## src/rtl/vertex_transform_project_assert.svh

```systemverilog
// ----------------------------------------------------------------------------
// Vertex transform assertion macros
// Shared assertion wrappers, sampled on clk_i and disabled while in reset.
// ----------------------------------------------------------------------------
`ifndef VERTEX_TRANSFORM_PROJECT_ASSERT_SVH
`define VERTEX_TRANSFORM_PROJECT_ASSERT_SVH

// A condition that holds at every clock edge out of reset.
`define VTP_ASSERT(lbl, cond) \
  lbl: assert property (@(posedge clk_i) disable iff (!rst_ni) (cond)) \
    else $error("vertex transform assertion failed");

// A condition that implies another in the next cycle.
`define VTP_ASSERT_NEXT(lbl, ante, cons) \
  lbl: assert property (@(posedge clk_i) disable iff (!rst_ni) (ante) |=> (cons)) \
    else $error("vertex transform assertion failed");

`endif

```

## src/rtl/vtp_pkg.sv

```systemverilog
// ----------------------------------------------------------------------------
// Vertex transform package
// Word types, register indexes and the rounded Q14 product helper.
// ----------------------------------------------------------------------------
package vtp_pkg;

  localparam int unsigned CoordW = 16;
  localparam int unsigned DepthW = 15;
  localparam int unsigned RegW   = 48;
  localparam int unsigned QuotW  = 13;
  localparam int unsigned DivW   = 16;

  localparam logic [DepthW-1:0] DepthMin  = 15'd64;
  localparam logic [DivW-1:0]   DepthBias = 16'h0200;
  // The reciprocal numerator 0x400000 shifted down by QuotW bits.
  localparam logic [DivW-1:0]   RecipTop  = 16'h0200;

  localparam logic [7:0] RegMatX  = 8'd0;
  localparam logic [7:0] RegMatY  = 8'd1;
  localparam logic [7:0] RegMatZ  = 8'd2;
  localparam logic [7:0] RegTrans = 8'd3;

  typedef struct packed {
    logic signed [CoordW-1:0] point_x;
    logic signed [CoordW-1:0] point_y;
    logic signed [CoordW-1:0] point_z;
  } in_word_t;

  typedef struct packed {
    logic signed [CoordW-1:0] screen_x;
    logic signed [CoordW-1:0] screen_y;
    logic [DepthW-1:0]        depth;
  } out_word_t;

  typedef struct packed {
    logic signed [CoordW-1:0] rx;
    logic signed [CoordW-1:0] ry;
    logic [DepthW-1:0]        depth;
  } mid_word_t;

  typedef struct packed {
    logic [DivW-1:0]          rem;
    logic [DivW-1:0]          dvs;
    logic [QuotW-1:0]         quo;
    logic signed [CoordW-1:0] rx;
    logic signed [CoordW-1:0] ry;
    logic [DepthW-1:0]        depth;
  } div_word_t;

  typedef struct packed {
    logic full;
    logic empty;
  } queue_status_t;

  // Adds one half and floors by 14 bits, keeping the low 16 bits.
  function automatic logic [CoordW-1:0] qround(input logic signed [31:0] p);
    logic [32:0] s;
    s = {p[31], p} + 33'h0_0000_2000;
    return s[29:14];
  endfunction

endpackage

```

## src/rtl/vtp_queue.sv

```systemverilog
// ----------------------------------------------------------------------------
// Vertex transform queue
// Short first-in first-out buffer between the front end and the back end.
// ----------------------------------------------------------------------------
module vtp_queue #(
  parameter int unsigned Depth = 4
) (
  input  logic                    clk_i,
  input  logic                    rst_ni,
  input  logic                    push_i,
  input  vtp_pkg::mid_word_t      push_word_i,
  input  logic                    pop_i,
  output vtp_pkg::mid_word_t      pop_word_o,
  output vtp_pkg::queue_status_t  status_o
);

  localparam int unsigned AddrW = (Depth > 1) ? $clog2(Depth) : 1;
  localparam int unsigned CntW  = $clog2(Depth + 1);

  vtp_pkg::mid_word_t mem_q [Depth];
  logic [AddrW-1:0]   wr_ptr_q, rd_ptr_q;
  logic [CntW-1:0]    count_q;
  logic               do_push, do_pop;

  assign status_o.full  = (count_q == CntW'(Depth));
  assign status_o.empty = (count_q == '0);
  assign do_push = push_i && !status_o.full;
  assign do_pop  = pop_i && !status_o.empty;
  assign pop_word_o = mem_q[rd_ptr_q];

  always_ff @(posedge clk_i) begin
    if (do_push) begin
      mem_q[wr_ptr_q] <= push_word_i;
    end
  end

  always_ff @(posedge clk_i or negedge rst_ni) begin
    if (!rst_ni) begin
      wr_ptr_q <= '0;
      rd_ptr_q <= '0;
      count_q  <= '0;
    end else begin
      if (do_push) begin
        wr_ptr_q <= (wr_ptr_q == AddrW'(Depth - 1)) ? '0 : wr_ptr_q + 1'b1;
      end
      if (do_pop) begin
        rd_ptr_q <= (rd_ptr_q == AddrW'(Depth - 1)) ? '0 : rd_ptr_q + 1'b1;
      end
      if (do_push && !do_pop) begin
        count_q <= count_q + 1'b1;
      end else if (do_pop && !do_push) begin
        count_q <= count_q - 1'b1;
      end
    end
  end

endmodule

```

## config.mk

```make
export PLATFORM = sky130hd
export DESIGN_NAME = vtp_queue
export DESIGN_NICKNAME = d
export VERILOG_FILES = /design/src/rtl/vertex_transform_project_assert.svh /design/src/rtl/vtp_pkg.sv /design/src/rtl/vtp_queue.sv
export SDC_FILE = /design/constraint.sdc
export NUM_CORES = 1
export LEC_CHECK = 0
export BUFFER_PORTS_ARGS = -buffer_cell sky130_fd_sc_hd__buf_4
export CAP_MARGIN = 20
export CORE_MARGIN = 2
export CORE_UTILIZATION = 37
export DETAILED_ROUTE_END_ITERATION = 12
export GPL_ROUTABILITY_DRIVEN = 0
export SLEW_MARGIN = 20
export SYNTH_ARGS = -nofsm -noshare
export SYNTH_HDL_FRONTEND = slang
export SYNTH_SLANG_ARGS = --single-unit
```

## constraint.sdc

```tcl
create_clock -name clk_i -period 7.2 [get_ports clk_i]
set_clock_uncertainty 0.1 [all_clocks]
set_input_delay 2.16 -clock clk_i [delete_from_list [all_inputs] [get_ports clk_i]]
set_output_delay 2.16 -clock clk_i [all_outputs]
set_load 0.005 [all_outputs]
```

==> qor.txt <==
Seq/Total Area, Yosys: 80.3%
count of final setup violators: 0
status: completed
RSZ-0062 raised after global routing: no
vias per cell: 4.75
share of layout cells above drive strength 1: 46.6%
Worst Hold Class: register to register
synth cell count leaders: edfxtp_1, mux4_2, dfrtp_1, ha_1, mux2_2
area leader, netlist: edfxtp_1
FMAX: 223 MHz
Syn Std Cell Area: 0.00725 sq mm
Peak VDD IR: 176 uV
Final period util: 62.2%
CP Capture Type: output port
gr usage total: 13.1%
io pins: 100
row count: 51
number of enable flip-flop cells after synthesis: 188
H-tree depth: 4
global-route wire length before repair: 19.4 mm
initial antenna violation count: 0
Num CTS Buffers: 17
Final Util: 45.5%
die span in x: 144 microns
total power draw: 3440 uW
top-count cell post-synth: edfxtp_1
final net count: 454
Worst Path Required: 4.94 ns
gr ovfl total: 0
syn_area_per_cell: 25.6 sq um
worst-path fanout max: 28
initial core utilization: 37.5%
post_cts resized: 0
clock latency on the worst-skew pair: 0.42 ns
critical path type: register to output port
post-route antenna net violation count: 0
vias in the first global route: 3,506
DIE HEIGHT: 144 microns
die footprint: 0.0207 sq mm
WL/cell: 19.1 microns
Clock Sinks: 195
Residual DRC: 0
LEAKAGE: 0.00299 uW
crit path time final: 4.48 ns
PortBufs: 99
leading cell types by total area after synthesis: edfxtp_1, mux4_2, dfrtp_1, ha_1, mux4_1
CTS Root Cell: clkbuf_16
Finished Layout Cells: 671
flops & latches, synth: 195
detailed placement HPWL: 7.44 mm
Async SR Flop Fraction: 3.59%
Iter 0 DRT Violations: 222
Yosys Warn Count: 0
critical path data arrival time: 2.22 ns
largest net degree at the start of global routing: 51
Top FF cell, synth: edfxtp_1
Max Root-Sink Buffers: 2
max_cap viols: 0
TritonRoute pass-1 iters: 4
Setup TNS: 0 ns
hold slack: 0.446 ns
ANT cells: 0
via count: 3,190
clock slew at reported path FFs: 0.07 ns
placed cells: 641
CTS tree: done
startpoint types: register
relative slew slack: 51.2%
count of cell types in the netlist: 23
postcts setup bufs: 0
Cell Pwr Density: 390 mW/mm^2
Worst-Margin Slew: 0.733 ns
fin. max-slew vios: 0
syn_nets: 341
cts hold-fix bufs: 0
Yosys top cell area share: 77.9%
final hold vios: 0
Mapped Cells: 283
Area Growth Syn to Fin: 21.5%
drt total wl: 12.8 mm
CORE AREA: 0.0193 sq mm
-- logic make-up (layout without fill, tap and decap cells) --
family | after synthesis | count (layout) | share of synthesized area [%]
DFF | 195 | 195 | 80.3
muxes | 51 | 51 | 15.3
buffers and inverters | 14 | 137 | 1.49
and+or+nand+nor | 11 | 11 | 0.898
adders and majority gates | 7 | 7 | 1.31
xor gates and xnor gates | 3 | 3 | 0.363
AOI/OAI and AO/OA | 2 | 2 | 0.276
-- cell usage in the layout (no fill, tap or decap), types with 2 or more instances in the layout --
cell,count
dfrtp_1,5
mux2_2,4
buf_4,104
ha_1,6
edfxtp_1,188
inv_1,3
clkinv_2,4
clkinv_1,2
and2_2,3
nor3_1,2
nor2_1,2
clkinvlp_4,3
xor2_1,2
mux4_1,2
mux4_2,45
clkbuf_16,17
-- routing by layer --
metal / wire [microns] / up-vias / track usage [%] / part of all wire (%)
met1: 5540 / 1669 / 16.8 / 43
met4: 175 / 0 / 5.26 / 1.4
met5: 0 / - / 0 / 0
li1: - / 1422 / - / -
met3: 591 / 15 / 3.57 / 4.6
met2: 6480 / 84 / 21.4 / 51
-- area by class of cell --
class                      instances  area (sq um)
fill                            1648         10500
clock buffer                      18           429
clock inverter                    11          67.6
multi-input combinational         74          1330
tap                              265           332
timing repair buffer             105           808
sequential                       195          5830
inverter                           3          11.3
-- per-stage QoR --
stage | setup WS [ns] | area (sq um)
2_1_floorplan | 2.45 | 7250
3_3_place_gp | 2.93 | 8280
3_5_place_dp | 2.92 | 8280
4_1_cts | 2.45 | 8770
5_1_grt | 2.58 | 8800
6_report | 2.72 | 8800
-- flip-flops by register name, summed over array words and instances (netlist names) --
register  flops
mem_q       188
count_q       3
wr_ptr_q      2
rd_ptr_q      2
-- worst paths after layout --
path	slack [ns]	start	cells past startpoint	to
min in group asynchronous	1.44	rst_ni	1	count_q[2]$_DFFE_PN0P_
hold / removal	0.45	count_q[2]$_DFFE_PN0P_	1	count_q[2]$_DFFE_PN0P_
hold reg to reg	0.45	count_q[2]$_DFFE_PN0P_	1	count_q[2]$_DFFE_PN0P_
max in group asynchronous	5.42	rst_ni	1	rd_ptr_q[1]$_DFFE_PN0P_
setup / recovery	2.72	rd_ptr_q[1]$_DFFE_PN0P_	3	pop_word_o[29]
setup reg to reg	4.66	count_q[2]$_DFFE_PN0P_	4	mem_q[2][32]$_DFFE_PP_
-- where the power goes --
part | switching (uW) | internal [uW]
Combinational | 433 | 562
Sequential | 115 | 1500
Clock | 391 | 432
Total | 939 | 2500
-- critical path: stages (launching register included) --
cell and delay [ns]:
dfrtp_2 0.73, buf_4 0.50, mux4_2 0.40, buf_4 0.15
Note: power is estimated with default switching activity, not from simulation.
