`config.mk`:
```
export PLATFORM = sky130hd
export DESIGN_NAME = vtp_back
export DESIGN_NICKNAME = d
export VERILOG_FILES = /design/src/rtl/vertex_transform_project_assert.svh /design/src/rtl/vtp_pkg.sv /design/src/rtl/vtp_back.sv
export SDC_FILE = /design/constraint.sdc
export NUM_CORES = 2
export LEC_CHECK = 0
export BUFFER_PORTS_ARGS = -buffer_cell sky130_fd_sc_hd__buf_2
export CAP_MARGIN = 20
export CORE_ASPECT_RATIO = 1.4
export CORE_UTILIZATION = 50
export CTS_BUF_LIST = sky130_fd_sc_hd__clkbuf_2
export DETAILED_ROUTE_END_ITERATION = 16
export PLACE_DENSITY = 0.63
export SKIP_LAST_GASP = 1
export SYNTH_ARGS = -nofsm -noshare
export SYNTH_HDL_FRONTEND = slang
export SYNTH_SLANG_ARGS = --single-unit
```
`constraint.sdc`:
```
create_clock -name clk_i -period 68.9 [get_ports clk_i]
set_clock_uncertainty 0.1 [all_clocks]
set_input_delay 3.445 -clock clk_i [delete_from_list [all_inputs] [get_ports clk_i]]
set_output_delay 3.445 -clock clk_i [all_outputs]
set_load 0.03 [all_outputs]
```
`src/rtl/vertex_transform_project_assert.svh`:
```
// ----------------------------------------------------------------------------
// Vertex transform assertion macros
// Shared assertion wrappers, sampled on clk_i and disabled while in reset.
// ----------------------------------------------------------------------------
`ifndef VERTEX_TRANSFORM_PROJECT_ASSERT_SVH
`define VERTEX_TRANSFORM_PROJECT_ASSERT_SVH

// A condition that holds at every clock edge out of reset.
`define VTP_ASSERT(lbl, cond) \
  lbl: assert property (@(posedge clk_i) disable iff (!rst_ni) (cond)) \
    else $error("vertex transform assertion failed");

// A condition that implies another in the next cycle.
`define VTP_ASSERT_NEXT(lbl, ante, cons) \
  lbl: assert property (@(posedge clk_i) disable iff (!rst_ni) (ante) |=> (cons)) \
    else $error("vertex transform assertion failed");

`endif

```
`src/rtl/vtp_pkg.sv`:
```
// ----------------------------------------------------------------------------
// Vertex transform package
// Word types, register indexes and the rounded Q14 product helper.
// ----------------------------------------------------------------------------
package vtp_pkg;

  localparam int unsigned CoordW = 16;
  localparam int unsigned DepthW = 15;
  localparam int unsigned RegW   = 48;
  localparam int unsigned QuotW  = 13;
  localparam int unsigned DivW   = 16;

  localparam logic [DepthW-1:0] DepthMin  = 15'd64;
  localparam logic [DivW-1:0]   DepthBias = 16'h0200;
  // The reciprocal numerator 0x400000 shifted down by QuotW bits.
  localparam logic [DivW-1:0]   RecipTop  = 16'h0200;

  localparam logic [7:0] RegMatX  = 8'd0;
  localparam logic [7:0] RegMatY  = 8'd1;
  localparam logic [7:0] RegMatZ  = 8'd2;
  localparam logic [7:0] RegTrans = 8'd3;

  typedef struct packed {
    logic signed [CoordW-1:0] point_x;
    logic signed [CoordW-1:0] point_y;
    logic signed [CoordW-1:0] point_z;
  } in_word_t;

  typedef struct packed {
    logic signed [CoordW-1:0] screen_x;
    logic signed [CoordW-1:0] screen_y;
    logic [DepthW-1:0]        depth;
  } out_word_t;

  typedef struct packed {
    logic signed [CoordW-1:0] rx;
    logic signed [CoordW-1:0] ry;
    logic [DepthW-1:0]        depth;
  } mid_word_t;

  typedef struct packed {
    logic [DivW-1:0]          rem;
    logic [DivW-1:0]          dvs;
    logic [QuotW-1:0]         quo;
    logic signed [CoordW-1:0] rx;
    logic signed [CoordW-1:0] ry;
    logic [DepthW-1:0]        depth;
  } div_word_t;

  typedef struct packed {
    logic full;
    logic empty;
  } queue_status_t;

  // Adds one half and floors by 14 bits, keeping the low 16 bits.
  function automatic logic [CoordW-1:0] qround(input logic signed [31:0] p);
    logic [32:0] s;
    s = {p[31], p} + 33'h0_0000_2000;
    return s[29:14];
  endfunction

endpackage

```
`src/rtl/vtp_back.sv`:
```
// ----------------------------------------------------------------------------
// Vertex transform back end
// Pipelined reciprocal of the biased depth, then the perspective scaling.
// ----------------------------------------------------------------------------
module vtp_back (
  input  logic                    clk_i,
  input  logic                    rst_ni,
  input  logic                    queue_valid_i,
  output logic                    pop_o,
  input  vtp_pkg::mid_word_t      queue_word_i,
  output logic                    out_valid_o,
  input  logic                    out_stall_i,
  output vtp_pkg::out_word_t      out_word_o
);

  localparam int unsigned Steps = vtp_pkg::QuotW;

  logic                en;
  logic                dv_q [Steps + 1];
  vtp_pkg::div_word_t  dw_q [Steps + 1];
  logic                m_valid_q;
  logic signed [29:0]  mx_q, my_q;
  logic [14:0]         m_depth_q;
  logic                o_valid_q;
  vtp_pkg::out_word_t  o_word_q;

  assign en    = !o_valid_q || !out_stall_i;
  assign pop_o = en && queue_valid_i;

  always_ff @(posedge clk_i) begin
    if (en) begin
      dw_q[0].rem   <= vtp_pkg::RecipTop;
      dw_q[0].dvs   <= vtp_pkg::DepthBias + {1'b0, queue_word_i.depth};
      dw_q[0].quo   <= '0;
      dw_q[0].rx    <= queue_word_i.rx;
      dw_q[0].ry    <= queue_word_i.ry;
      dw_q[0].depth <= queue_word_i.depth;
    end
  end

  for (genvar k = 1; k <= Steps; k++) begin : g_div
    logic [16:0] trial;
    assign trial = {dw_q[k-1].rem, 1'b0};
    always_ff @(posedge clk_i) begin
      if (en) begin
        dw_q[k].dvs   <= dw_q[k-1].dvs;
        dw_q[k].rx    <= dw_q[k-1].rx;
        dw_q[k].ry    <= dw_q[k-1].ry;
        dw_q[k].depth <= dw_q[k-1].depth;
        if (trial >= {1'b0, dw_q[k-1].dvs}) begin
          dw_q[k].rem <= 16'(trial - {1'b0, dw_q[k-1].dvs});
          dw_q[k].quo <= {dw_q[k-1].quo[vtp_pkg::QuotW-2:0], 1'b1};
        end else begin
          dw_q[k].rem <= trial[15:0];
          dw_q[k].quo <= {dw_q[k-1].quo[vtp_pkg::QuotW-2:0], 1'b0};
        end
      end
    end
  end

  always_ff @(posedge clk_i) begin
    if (en) begin
      mx_q      <= dw_q[Steps].rx * $signed({1'b0, dw_q[Steps].quo});
      my_q      <= dw_q[Steps].ry * $signed({1'b0, dw_q[Steps].quo});
      m_depth_q <= dw_q[Steps].depth;
      o_word_q.screen_x <= vtp_pkg::qround(32'(mx_q));
      o_word_q.screen_y <= vtp_pkg::qround(32'(my_q));
      o_word_q.depth    <= m_depth_q;
    end
  end

  always_ff @(posedge clk_i or negedge rst_ni) begin
    if (!rst_ni) begin
      for (int k = 0; k <= Steps; k++) begin
        dv_q[k] <= 1'b0;
      end
      m_valid_q <= 1'b0;
      o_valid_q <= 1'b0;
    end else if (en) begin
      dv_q[0] <= queue_valid_i;
      for (int k = 1; k <= Steps; k++) begin
        dv_q[k] <= dv_q[k-1];
      end
      m_valid_q <= dv_q[Steps];
      o_valid_q <= m_valid_q;
    end
  end

  assign out_valid_o = o_valid_q;
  assign out_word_o  = o_word_q;

endmodule

```
==> impl.org <==
** STA
- Based on the critical path, the design can be clocked at up to 116 MHz.
- For the pin with the worst max-slew slack, the measured transition is 1.13 ns.
- WHS :: 0.168 ns
- The worst pin sits at a relative slew slack of 24.8%.
- Across all setup checks in the final design, the least slack found is 60.28 ns.
- Final period util :: 12.5%
- The number of pins exceeding their max-slew limit in the final report came to 0.
- Summed over all failing endpoints, the final setup total negative slack is 0 ns.
- Fin crit period :: 8.62 ns
- Count of endpoints failing setup in the final report :: 0
- Setup repair after global routing left no endpoint under its margin.
- The number of hold violations in the final report came to 0.

** Global routing
- Via count of the first global-routing pass :: 38000
- Number of antenna violations at the first check in global routing :: 3
- For this run, the total global-route usage over all layers was measured as 18.6%.
- Total congestion overflow :: 0
- Wire length of the first global-routing pass :: 184000 um
- Maximum number of pins on one net before global-route repair :: 191

** Synth
- The synthesized netlist occupies a cell area of 0.0623 mm2.
- The number of nets handed over by synthesis was 5550.
- Counting every instance in the synthesized netlist gives 4747.
- EDFF count, synth :: 1128
- Flip-flop and latch count after synthesis :: 1144
- Yosys printed 0 warnings.
- Among all flip-flop cells after synthesis, the most frequent one is sky130_fd_sc_hd__edfxtp_1.
- Number of different library cells in the post-synthesis netlist :: 85
- For this run, the register share of the synthesized area comes to 55.0%.
- After synthesis, the share of flip-flops with an asynchronous set or reset is 1.40%.
- Each instance of the synthesized netlist takes up on average 13.1 um2.

** Clock network
- Clock tree synthesis found a total of 1144 sinks.
- After clock tree synthesis, the repair step resized 0 gates.
- Post-CTS Setup Inserts :: 0
- Clock slew seen by the registers of the worst setup and hold paths :: 0.10 ns
- Clock root buffer :: sky130_fd_sc_hd__clkbuf_2
- CTS built an H-tree with a depth of 5.
- CTS tree :: done
- Clock latency on the worst-skew pair, taken at its later pin, is 1.59 ns.
- The clock passes through at most 4 buffers.
- In this run, CTS created clock tree buffers numbering 287.
- Number of hold buffers added after CTS :: 0

** Die
- Height of the chip :: 420 um
- The floorplan step defined a die boundary enclosing 0.126 mm2.
- Core area :: 0.123 mm2
- Once the floorplan was initialized, standard cells occupied 50.6% of the core.
- Horizontal extent of the die :: 300 um
- Number of primary I/O pins :: 100
- Number of placement rows :: 152

** Placement
- At the placement stage, the worst setup path has a slack of 60.22 ns.
- DP Cell Count :: 6381
- The congestion estimate from routability-driven global placement came to 0.890.
- Number of input and output port buffers inserted :: 99
- HPWL reported at the end of detailed placement :: 80100 um

** Setup path
- Kind of end point of the critical path :: output port
- Of all nets on the critical path, the largest fanout is 104.
- Setup crit start kind :: primary input
- The critical path in this run is classified as primary input to output port.
- Arr. time, crit path :: 5.08 ns
- Required time at the endpoint of the critical path :: 65.35 ns

** Finish
- Fin nets :: 5858
- Fraction of final layout cells sized beyond drive strength 1 :: 12.8%
- The finished layout holds 6853 standard cells, fillers aside.
- Filler cell count in the final layout :: 10500
- The sequential cells in the finished layout cover a total of 0.0343 mm2.
- Compared with the post-synthesis result, the final layout area differs by 7.69%.
- Area of the multi-input gates :: 0.0249 mm2

** Drt
- Routed wire per std cell :: 16.4 um
- After detailed routing, the total wire length is 113000 um.
- Using the TritonRoute via totals, the vias-per-cell ratio works out to 5.21.
- After detailed routing, the number of remaining DRC violations is 0.
- The detailed router placed 35700 vias in this run.
- Drt initial violations :: 1613
- Once detail routing completed, the nets flagged for antenna violations numbered 0.
- The first detailed-routing pass took 8 iterations.

** Flow run
- Total of max-cap violations :: 0

** Min path
- Classification of the worst-slack hold path :: flip-flop to flip-flop

** Run status
- Status :: completed
==> final cells by class <==
class / instances / area share (%)
diodes: 3 / 0.0112
multi-input cells: 2761 / 37.0
repair buffers: 127 / 1.09
clock inverters: 81 / 0.768
flip-flops and latches: 1144 / 51.1
well taps: 1617 / 3.01
clock buffers: 386 / 2.88
inverters: 734 / 4.13
==> stage by stage <==
step	instance area (um2)	utilization (%)
floorplan	62300	-
global placement	64600	52.5
detailed placement	64600	52.5
CTS	67100	54.5
global route	67100	54.5
finish	67100	54.5
==> kinds of logic (layout without fill, tap and decap cells) <==
kind of cell             count (synthesis)  in the layout  synth area share, %
adder cells (fa/ha/maj)                752            752                 20.1
multiplexers                           107            107                 1.89
other                                    0              3                    0
flip-flops                            1144           1144                 55.0
AND/OR/NAND/NOR                       1101           1101                 8.72
buffers and inverters                  842           1328                 5.12
XOR/XNOR                               197            197                 2.77
AO/OA/AOI/OAI                          604            604                 6.42
==> worst max-delay path, stage by stage <==
cell and delay (ns):
sky130_fd_sc_hd__buf_2 0.09, sky130_fd_sc_hd__and2_2 0.18, sky130_fd_sc_hd__buf_4 0.28, sky130_fd_sc_hd__inv_8 0.56, sky130_fd_sc_hd__and2_1 0.25, sky130_fd_sc_hd__buf_2 0.20
==> state kept, by name, indices dropped and copies added, names as in the netlist <==
signal	flops
dw_q	1032
out_word_o	47
mx_q	17
my_q	17
m_depth_q	15
dv_q	14
m_valid_q	1
out_valid_o	1
==> cell usage after synthesis (16+ instances only) <==
master                     count  area share (%)
sky130_fd_sc_hd__nor4_1       18            0.18
sky130_fd_sc_hd__o21ai_0     129             1.0
sky130_fd_sc_hd__nor3_1       45            0.36
sky130_fd_sc_hd__o31a_1       18            0.25
sky130_fd_sc_hd__nor2_1      167             1.0
sky130_fd_sc_hd__xor2_1       69            0.97
sky130_fd_sc_hd__dfrtp_1      16            0.64
sky130_fd_sc_hd__nor2b_1      41            0.41
sky130_fd_sc_hd__clkbuf_1     88            0.53
sky130_fd_sc_hd__nand2_1     388             2.3
sky130_fd_sc_hd__o211ai_1     25            0.30
sky130_fd_sc_hd__a211oi_1     20            0.24
sky130_fd_sc_hd__and2_1      228             2.3
sky130_fd_sc_hd__xnor2_1     128             1.8
sky130_fd_sc_hd__mux2i_1      21            0.34
sky130_fd_sc_hd__edfxtp_1   1128              54
sky130_fd_sc_hd__nand3_1      54            0.43
sky130_fd_sc_hd__a21oi_1     150             1.2
sky130_fd_sc_hd__nand4_1      38            0.38
sky130_fd_sc_hd__fa_1        413              13
sky130_fd_sc_hd__or2_2        18            0.18
sky130_fd_sc_hd__o21a_1       50            0.60
sky130_fd_sc_hd__or3_1        18            0.18
sky130_fd_sc_hd__nand2b_1     31            0.31
sky130_fd_sc_hd__ha_1        339             6.8
sky130_fd_sc_hd__and3_1       26            0.26
sky130_fd_sc_hd__a21o_1       51            0.61
sky130_fd_sc_hd__inv_1       734             4.4
sky130_fd_sc_hd__mux2_2       86             1.6
sky130_fd_sc_hd__a31oi_1      30            0.30
==> path summary, 6_finish.rpt <==
check / startpoint / end / slack, ns / cells past startpoint
min reg2reg: dw_q[4][14] / dw_q[4][106] / 0.17 / 0
min in group asynchronous: rst_ni / dv_q[12] / 1.64 / 1
min: dw_q[4][14] / dw_q[4][106] / 0.17 / 0
max: out_stall_i / pop_o / 60.28 / 6
max in group asynchronous: rst_ni / dv_q[0] / 66.65 / 1
max reg2reg: dw_q[6][143] / mx_q[29] / 61.73 / 19
==> metal layers <==
metal | wire length [um] | share of wire, % | vias to the layer above | track usage, %
met5 | 9 | 0.0080 | - | 0
met1 | 40200 | 36 | 17600 | 18.7
met2 | 62600 | 56 | 726 | 35.3
met4 | 5420 | 4.8 | 2 | 10.3
met3 | 4250 | 3.8 | 309 | 3.62
li1 | - | - | 17100 | -
==> layout by cell type (no fill, tap or decap), drive strengths merged, types with 38 or more instances in the layout <==
| cell | netlist | layout |
|---|---|---|
| nor3 | 45 | 45 |
| nand3 | 54 | 54 |
| mux2 | 86 | 86 |
| ha | 339 | 339 |
| xor2 | 69 | 69 |
| inv | 734 | 739 |
| nor2b | 41 | 41 |
| clkinv | 0 | 68 |
| and2 | 229 | 229 |
| edfxtp | 1128 | 1128 |
| buf | 19 | 127 |
| fa | 413 | 413 |
| nand2 | 388 | 388 |
| a21o | 51 | 51 |
| a21oi | 153 | 153 |
| nand4 | 38 | 38 |
| o21a | 50 | 50 |
| clkbuf | 89 | 386 |
| xnor2 | 128 | 128 |
| o21ai | 135 | 135 |
| nor2 | 168 | 168 |
Power is not shown: default switching activity piles up to over one toggle a cycle in this logic, so the estimate is an artifact.
